### src/hw/rtl/ihss_pkg.sv
`timescale 1ns / 1ps
// shared types, codes and byte constants for the image header size sniffer
package ihss_pkg;

  localparam int unsigned POSITION_WIDTH_DEF = 32;
  localparam int unsigned HEADER_LEN         = 24;
  localparam int unsigned HDR_IDX_W          = 5;
  localparam int unsigned IN_TDATA_W         = 8;
  localparam int unsigned OUT_TDATA_W        = 72;

  typedef enum logic [2:0] {
    FMT_NONE = 3'd0,
    FMT_JFIF = 3'd1,
    FMT_JPEG = 3'd2,
    FMT_GIF  = 3'd3,
    FMT_PNG  = 3'd4
  } img_fmt_t;

  typedef struct packed {
    logic        failed;
    img_fmt_t    image_format;
    logic [31:0] width;
    logic [31:0] height;
  } ihss_result_t;

  localparam logic [7:0] B_FF   = 8'hFF;
  localparam logic [7:0] B_D8   = 8'hD8;
  localparam logic [7:0] B_E0   = 8'hE0;
  localparam logic [7:0] B_C0   = 8'hC0;
  localparam logic [7:0] B_89   = 8'h89;
  localparam logic [7:0] B_CR   = 8'h0D;
  localparam logic [7:0] B_LF   = 8'h0A;
  localparam logic [7:0] B_SUB  = 8'h1A;
  localparam logic [7:0] B_NUL  = 8'h00;
  localparam logic [7:0] CH_J   = 8'h4A;
  localparam logic [7:0] CH_F   = 8'h46;
  localparam logic [7:0] CH_I   = 8'h49;
  localparam logic [7:0] CH_G   = 8'h47;
  localparam logic [7:0] CH_P   = 8'h50;
  localparam logic [7:0] CH_N   = 8'h4E;
  localparam logic [7:0] CH_H   = 8'h48;
  localparam logic [7:0] CH_D   = 8'h44;
  localparam logic [7:0] CH_R   = 8'h52;

  function automatic ihss_result_t make_result(img_fmt_t fmt, logic [31:0] w, logic [31:0] h);
    ihss_result_t r;
    r.failed       = (fmt == FMT_NONE);
    r.image_format = fmt;
    r.width        = (fmt == FMT_NONE) ? 32'd0 : w;
    r.height       = (fmt == FMT_NONE) ? 32'd0 : h;
    return r;
  endfunction

endpackage

### src/hw/rtl/image_header_size_sniffer_unit.sv
`timescale 1ns / 1ps
// top level: input item register, header parser and result register
// a result is computed from the item in the input register and held in the result register
// throughput: one byte per cycle while out_tready is high; set by the input and result registers
// a pending result stalls the input only when the result register is full and not taken
// reset: synchronous active-low rst_n clears the file position, walk state and both valid flags
module image_header_size_sniffer_unit #(
  parameter int unsigned POSITION_WIDTH = ihss_pkg::POSITION_WIDTH_DEF
) (
  input  logic                               clk,
  input  logic                               rst_n,
  input  logic                               in_tvalid,
  output logic                               in_tready,
  input  logic [ihss_pkg::IN_TDATA_W-1:0]    in_tdata,   // [7:0] data_byte
  input  logic                               in_tlast,
  output logic                               out_tvalid,
  input  logic                               out_tready,
  output logic [ihss_pkg::OUT_TDATA_W-1:0]   out_tdata,  // [2:0] image_format, [34:3] width,
                                                         // [66:35] height, [71:67] zero
  output logic                               out_tuser   // [0] failed
);
  import ihss_pkg::*;

  logic         in_valid_r;
  logic [7:0]   in_byte_r;
  logic         in_eof_r;
  logic         out_valid_r;
  ihss_result_t out_res_r;
  logic         adv;
  logic         step;
  logic         res_valid;
  ihss_result_t res;

  assign adv       = !out_valid_r || out_tready;
  assign step      = in_valid_r && adv;
  assign in_tready = !in_valid_r || adv;

  ihss_parser #(
    .POSITION_WIDTH(POSITION_WIDTH)
  ) u_parser (
    .clk          (clk),
    .rst_n        (rst_n),
    .step_i       (step),
    .data_byte_i  (in_byte_r),
    .end_of_file_i(in_eof_r),
    .res_valid_o  (res_valid),
    .res_o        (res)
  );

  always_ff @(posedge clk) begin
    if (!rst_n) begin
      in_valid_r  <= 1'b0;
      out_valid_r <= 1'b0;
    end else begin
      if (in_tready) begin
        in_valid_r <= in_tvalid;
      end
      if (step && res_valid) begin
        out_valid_r <= 1'b1;
      end else if (out_tready) begin
        out_valid_r <= 1'b0;
      end
    end
  end

  always_ff @(posedge clk) begin
    if (in_tready) begin
      in_byte_r <= in_tdata[7:0];
      in_eof_r  <= in_tlast;
    end
    if (step && res_valid) begin
      out_res_r <= res;
    end
  end

  assign out_tvalid = out_valid_r;
  assign out_tdata  = {5'd0, out_res_r.height, out_res_r.width, out_res_r.image_format};
  assign out_tuser  = out_res_r.failed;

endmodule

### src/hw/rtl/ihss_parser.sv
`timescale 1ns / 1ps
// per-file header store, jpeg segment walk and format decision
module ihss_parser #(
  parameter int unsigned POSITION_WIDTH = ihss_pkg::POSITION_WIDTH_DEF
) (
  input  logic                  clk,
  input  logic                  rst_n,
  input  logic                  step_i,
  input  logic [7:0]            data_byte_i,
  input  logic                  end_of_file_i,
  output logic                  res_valid_o,
  output ihss_pkg::ihss_result_t res_o
);
  import ihss_pkg::*;

  typedef enum logic [3:0] {
    SP_WAIT   = 4'd0,
    SP_SEEK   = 4'd1,
    SP_MARK   = 4'd2,
    SP_LEN_HI = 4'd3,
    SP_LEN_LO = 4'd4,
    SP_SOF_L1 = 4'd5,
    SP_SOF_L2 = 4'd6,
    SP_SOF_P  = 4'd7,
    SP_H_HI   = 4'd8,
    SP_H_LO   = 4'd9,
    SP_W_HI   = 4'd10,
    SP_W_LO   = 4'd11,
    SP_OK     = 4'd12,
    SP_FAIL   = 4'd13
  } seg_phase_t;

  logic [7:0]                hdr_r [HEADER_LEN];
  logic [7:0]                hv    [HEADER_LEN];
  logic [POSITION_WIDTH-1:0] pos_r, pos_nxt;
  logic [POSITION_WIDTH-1:0] nsp_r, nsp_nxt;
  seg_phase_t                phase_r, phase_nxt, phase_eff;
  logic                      parse_r, parse_nxt;
  logic [15:0]               ch_r, ch_nxt;
  logic [15:0]               cw_r, cw_nxt;
  logic                      rg_r, rg_nxt;
  logic [15:0]               seg_len;
  logic [POSITION_WIDTH:0]   seg_sum;
  logic                      pos_last_hdr;
  logic                      is_jfif, is_jpeg, is_gif, is_png;

  assign pos_last_hdr = (pos_r == POSITION_WIDTH'(HEADER_LEN - 1));
  assign seg_len      = {cw_r[7:0], data_byte_i};
  assign seg_sum      = {1'b0, pos_r} + (POSITION_WIDTH + 1)'(seg_len - 16'd1);

  always_comb begin
    for (int i = 0; i < HEADER_LEN - 1; i++) begin
      hv[i] = hdr_r[i];
    end
    hv[HEADER_LEN-1] = pos_last_hdr ? data_byte_i : hdr_r[HEADER_LEN-1];
  end

  assign is_jpeg = (hv[0] == B_FF) && (hv[1] == B_D8) && (hv[2] == B_FF);
  assign is_jfif = is_jpeg && (hv[3] == B_E0) && (hv[6] == CH_J) && (hv[7] == CH_F)
                   && (hv[8] == CH_I) && (hv[9] == CH_F) && (hv[10] == B_NUL);
  assign is_gif  = (hv[0] == CH_G) && (hv[1] == CH_I) && (hv[2] == CH_F);
  assign is_png  = (hv[0] == B_89) && (hv[1] == CH_P) && (hv[2] == CH_N) && (hv[3] == CH_G)
                   && (hv[4] == B_CR) && (hv[5] == B_LF) && (hv[6] == B_SUB) && (hv[7] == B_LF)
                   && (hv[12] == CH_I) && (hv[13] == CH_H) && (hv[14] == CH_D)
                   && (hv[15] == CH_R);

  always_comb begin
    pos_nxt     = pos_r;
    nsp_nxt     = nsp_r;
    phase_nxt   = phase_r;
    parse_nxt   = parse_r;
    ch_nxt      = ch_r;
    cw_nxt      = cw_r;
    rg_nxt      = rg_r;
    res_valid_o = 1'b0;
    res_o       = make_result(FMT_NONE, 32'd0, 32'd0);
    phase_eff   = (phase_r == SP_WAIT && pos_r == POSITION_WIDTH'(4)) ? SP_LEN_HI : phase_r;
    if (step_i) begin
      if (!rg_r) begin
        parse_nxt = parse_r | pos_last_hdr;
        case (phase_eff)
          SP_SEEK: begin
            if (pos_r == nsp_r) begin
              phase_nxt = (data_byte_i == B_FF) ? SP_MARK : SP_FAIL;
            end
          end
          SP_MARK:   phase_nxt = (data_byte_i == B_C0) ? SP_SOF_L1 : SP_LEN_HI;
          SP_LEN_HI: begin
            cw_nxt    = {8'd0, data_byte_i};
            phase_nxt = SP_LEN_LO;
          end
          SP_LEN_LO: begin
            cw_nxt = 16'd0;
            if (seg_len < 16'd2 || seg_sum[POSITION_WIDTH]) begin
              phase_nxt = SP_FAIL;
            end else begin
              nsp_nxt   = seg_sum[POSITION_WIDTH-1:0];
              phase_nxt = SP_SEEK;
            end
          end
          SP_SOF_L1: phase_nxt = SP_SOF_L2;
          SP_SOF_L2: phase_nxt = SP_SOF_P;
          SP_SOF_P:  phase_nxt = SP_H_HI;
          SP_H_HI: begin
            ch_nxt    = {data_byte_i, 8'd0};
            phase_nxt = SP_H_LO;
          end
          SP_H_LO: begin
            ch_nxt    = {ch_r[15:8], data_byte_i};
            phase_nxt = SP_W_HI;
          end
          SP_W_HI: begin
            cw_nxt    = {data_byte_i, 8'd0};
            phase_nxt = SP_W_LO;
          end
          SP_W_LO: begin
            cw_nxt    = {cw_r[15:8], data_byte_i};
            phase_nxt = SP_OK;
          end
          default: phase_nxt = phase_eff;
        endcase

        if (!parse_nxt) begin
          if (end_of_file_i) begin
            res_valid_o = 1'b1;
          end
        end else if (is_jfif) begin
          if (phase_nxt == SP_OK) begin
            res_valid_o = 1'b1;
            res_o = make_result(FMT_JFIF, {16'd0, cw_nxt}, {16'd0, ch_nxt});
          end else if (phase_nxt == SP_FAIL || end_of_file_i) begin
            res_valid_o = 1'b1;
          end
        end else if (is_jpeg) begin
          res_valid_o = 1'b1;
          res_o = make_result(FMT_JPEG, {16'd0, hv[9], hv[10]}, {16'd0, hv[7], hv[8]});
        end else if (is_gif) begin
          res_valid_o = 1'b1;
          res_o = make_result(FMT_GIF, {16'd0, hv[7], hv[6]}, {16'd0, hv[9], hv[8]});
        end else if (is_png) begin
          res_valid_o = 1'b1;
          res_o = make_result(FMT_PNG, {hv[16], hv[17], hv[18], hv[19]},
                              {hv[20], hv[21], hv[22], hv[23]});
        end else begin
          res_valid_o = 1'b1;
        end
        if (res_valid_o) begin
          rg_nxt = 1'b1;
        end
      end

      if (pos_r != {POSITION_WIDTH{1'b1}}) begin
        pos_nxt = pos_r + POSITION_WIDTH'(1);
      end

      if (end_of_file_i) begin
        pos_nxt   = '0;
        nsp_nxt   = '0;
        phase_nxt = SP_WAIT;
        parse_nxt = 1'b0;
        ch_nxt    = 16'd0;
        cw_nxt    = 16'd0;
        rg_nxt    = 1'b0;
      end
    end
  end

  always_ff @(posedge clk) begin
    if (!rst_n) begin
      pos_r   <= '0;
      nsp_r   <= '0;
      phase_r <= SP_WAIT;
      parse_r <= 1'b0;
      ch_r    <= 16'd0;
      cw_r    <= 16'd0;
      rg_r    <= 1'b0;
    end else begin
      pos_r   <= pos_nxt;
      nsp_r   <= nsp_nxt;
      phase_r <= phase_nxt;
      parse_r <= parse_nxt;
      ch_r    <= ch_nxt;
      cw_r    <= cw_nxt;
      rg_r    <= rg_nxt;
    end
  end

  // header bytes, written in arrival order
  always_ff @(posedge clk) begin
    if (step_i && !rg_r && pos_r < POSITION_WIDTH'(HEADER_LEN)) begin
      hdr_r[pos_r[HDR_IDX_W-1:0]] <= data_byte_i;
    end
  end

endmodule

### config.mk
export PLATFORM = sky130hd
export DESIGN_NAME = image_header_size_sniffer_unit
export DESIGN_NICKNAME = d
export VERILOG_FILES = /design/src/hw/rtl/ihss_pkg.sv /design/src/hw/rtl/image_header_size_sniffer_unit.sv /design/src/hw/rtl/ihss_parser.sv
export SDC_FILE = /design/constraint.sdc
export NUM_CORES = 1
export LEC_CHECK = 0
export ABC_AREA = 1
export BUFFER_PORTS_ARGS = -buffer_cell sky130_fd_sc_hd__buf_4
export CORE_MARGIN = 10
export CORE_UTILIZATION = 56
export CTS_CLUSTER_SIZE = 14
export DETAILED_ROUTE_END_ITERATION = 12
export PLACE_DENSITY = 0.84
export SYNTH_ARGS = -nofsm -noshare
export SYNTH_HDL_FRONTEND = slang
export SYNTH_SLANG_ARGS = --single-unit
### constraint.sdc
create_clock -name clk -period 5.1 [get_ports clk]
set_clock_uncertainty 0.05 [all_clocks]
set_input_delay 0.51 -clock clk [delete_from_list [all_inputs] [get_ports clk]]
set_output_delay 0.51 -clock clk [all_outputs]
set_load 0.01 [all_outputs]
==> flow_summary.yaml <==
place:
  post-place-cells: 2478
  pre_cts_slack_ps: 312
  dp_hpwl_mm: 35.2
  port_buffers: 82
  routabilityCongestion: 0.949
setup_path:
  crit_fanout: 17
  cp_common_cell: "nand2_1"
  required_ps: 5290
  crit_path_max_incr_delay_ps: 400
  startpoint_type: "flop"
  cp-end-kind: "flop"
  crit_arrival_ps: 4890
  worstSetupPathType: "flop to flop"
  slowest_stage: "edfxtp_1"
pwr:
  leakagePower_nw: 8.25
  p_per_area_nw_per_um2: 309
  ir_worst_vdd_v: 0.000342
logic_synthesis:
  synth_ff_type: "edfxtp_1"
  ys_seq_area_frac: 0.554
  yosysTopAreaCellShare: 0.438
  synthArstFlopShare: 0
  synth_cell_types: 56
  ys_ff_latch: 365
  syn-mean-instance-area_um2: 8.87
  synth.area.top_cells: "edfxtp_1 44%, dfxtp_1 12%, nand2_1 10%"
  yosys_warnings: 0
  synth_enable_flop_cells: 261
  syn-cell-area_um2: 17900
  yosys.area.top_type: "edfxtp_1"
  synth_cells: 2020
min_path:
  hold_class: "input port to flop"
run:
  max_cap_viol_count: 0
sta:
  rsz0062_at_grt: "false"
  final_hold_viol_count: 0
  tightest_slew_ps: 1150
  period_needed_ps: 4700
  fmax_mhz: 213
  slew_headroom: 0.229
  fin_ws_ps: 405
  final-max-slew-violation-count: 0
  fin_setup_tns_ps: 0
  setup_viol: 0
  fin_hold_ws_ps: 101
  period_share: 0.921
final_layout:
  finish.utilization: 0.646
  final_common_cell: "nand2_1"
  layout.cells.non_filler: 2553
  n_antenna_cell: 0
  drive_gt1_frac: 0.108
  syn_to_final_growth_pct: 13.7
  layout_common_cells: "486 x nand2_1, 270 x inv_1, 261 x edfxtp_1"
  fin_nets: 2179
die:
  num_io_pins: 88
  die_w_um: 199
  die_h_um: 199
  core_um2: 31600
  rows: 65
  start_util: 0.568
  die_area_um2: 39500
detailed_routing:
  dr.pass1.iters: 6
  remaining_drc_errors: 0
  wl_per_cell_um: 19.9
  drt-initial-drc-count: 1624
  totalWireLength_mm: 50.7
  routed-via-count: 14900
  ant_nets: 0
  routed_via_density: 5.85
cts:
  clk_latency_ps: 540
  h-tree-depth: 2
  cts_buffer_depth: 3
  numCtsBuffers: 38
  clk_pin_slew_ps: 70
  cts_tree: "yes"
  cts_sinks: 365
  root_buffer: "clkbuf_16"
grt:
  grt_pass1_vias: 14100
  antenna_found_initial: 0
  grt_pass1_wl_mm: 76.7
  grt_use_total: 0.247
  gr-total-overflow: 0
  grt_max_degree: 69
status:
  outcome: "completed"
==> routing by layer <==
layer	up-vias	track usage	part of all wire
met5	-	0	0
met3	159	0.0379	0.085
met2	823	0.427	0.49
met1	6991	0.296	0.38
li1	6971	-	-
met4	0	0.122	0.050
==> power by group <==
group          leakage (nW)  switching [W]  internal [W]  total (W)
registers              3.30      0.0000215       0.00320    0.00322
logic                  4.34       0.000196     0.0000768   0.000272
clock network         0.614        0.00120       0.00161    0.00280
==> worst paths after layout <==
path	from	end	slack, ps	depth (start not counted)
worst max-delay path	in_byte_r[2]$_DFFE_PP_	out_tdata[3]$_SDFFCE_PP0P_	400	32
worst min-delay path	in_tlast	in_eof_r$_DFFE_PP_	100	1
worst max register to register	in_byte_r[2]$_DFFE_PP_	out_tdata[3]$_SDFFCE_PP0P_	400	32
worst min register to register	u_parser.ch_r[12]$_SDFFE_PN0P_	u_parser.ch_r[12]$_SDFFE_PN0P_	410	2
==> critical path: cells and delay by family (launching register included) <==
family	cells	cell delay, ps
AO/OA/AOI/OAI	1	160
AND/OR/NAND/NOR	23	2540
buffers and inverters	6	670
XOR/XNOR	1	180
adder cells (fa/ha/maj)	1	380
flip-flops	1	400
==> per-stage QoR <==
step | total power (W) | instance area (um2)
CTS | 0.00629 | 20300
detailed placement | 0.00353 | 19000
floorplan | 0.00343 | 17900
global placement | 0.00353 | 19000
finish | 0.00629 | 20400
global route | 0.00644 | 20400
==> state kept, by name, summed over array words and instances (netlist names) <==
name / flops
u_parser.hdr_r: 184
out_tdata: 67
u_parser.nsp_r: 32
u_parser.pos_r: 32
u_parser.ch_r: 16
u_parser.cw_r: 16
in_byte_r: 8
u_parser.phase_r: 4
in_eof_r: 1
in_valid_r: 1
out_tuser: 1
out_tvalid: 1
u_parser.parse_r: 1
u_parser.rg_r: 1
==> synthesized netlist by cell type, types with 34 or more instances <==
master,instances
nor3_1,34
o21ai_0,75
dfxtp_1,104
a21oi_1,129
nand3_1,63
nor2_1,224
nand2_1,486
nor4_1,37
ha_1,43
edfxtp_1,261
inv_1,272
==> cells by family (layout without fill, tap and decap cells) <==
kind of cell    Yosys count  after routing  share of synthesized area
xor+xnor                 37             37                     0.0181
buf+inv                 333            460                     0.0724
flops                   365            365                      0.554
other cells               1              5                   0.000209
compound gates          313            313                      0.103
simple gates            927            927                      0.221
fa+ha+maj                44             44                     0.0312
==> area by class of cell <==
| cell class | instances | area [um2] |
|---|---|---|
| fillers | 2405 | 11200 |
| flip-flops and latches | 365 | 9920 |
| multi-input cells | 1326 | 6720 |
| inverters | 282 | 1060 |
| clock buffers | 42 | 976 |
| repair buffers | 109 | 897 |
| well taps | 402 | 503 |
| clock inverters | 27 | 293 |
==> repair_timing <==
| item | CTS | global route |
|---|---|---|
| resized for setup | 0 | 5 |
| hold buffers | 0 | 0 |
| setup buffers | 0 | 2 |
| setup endpoints to repair | 0 | 89 |
Power figures use the tool's default switching activity.
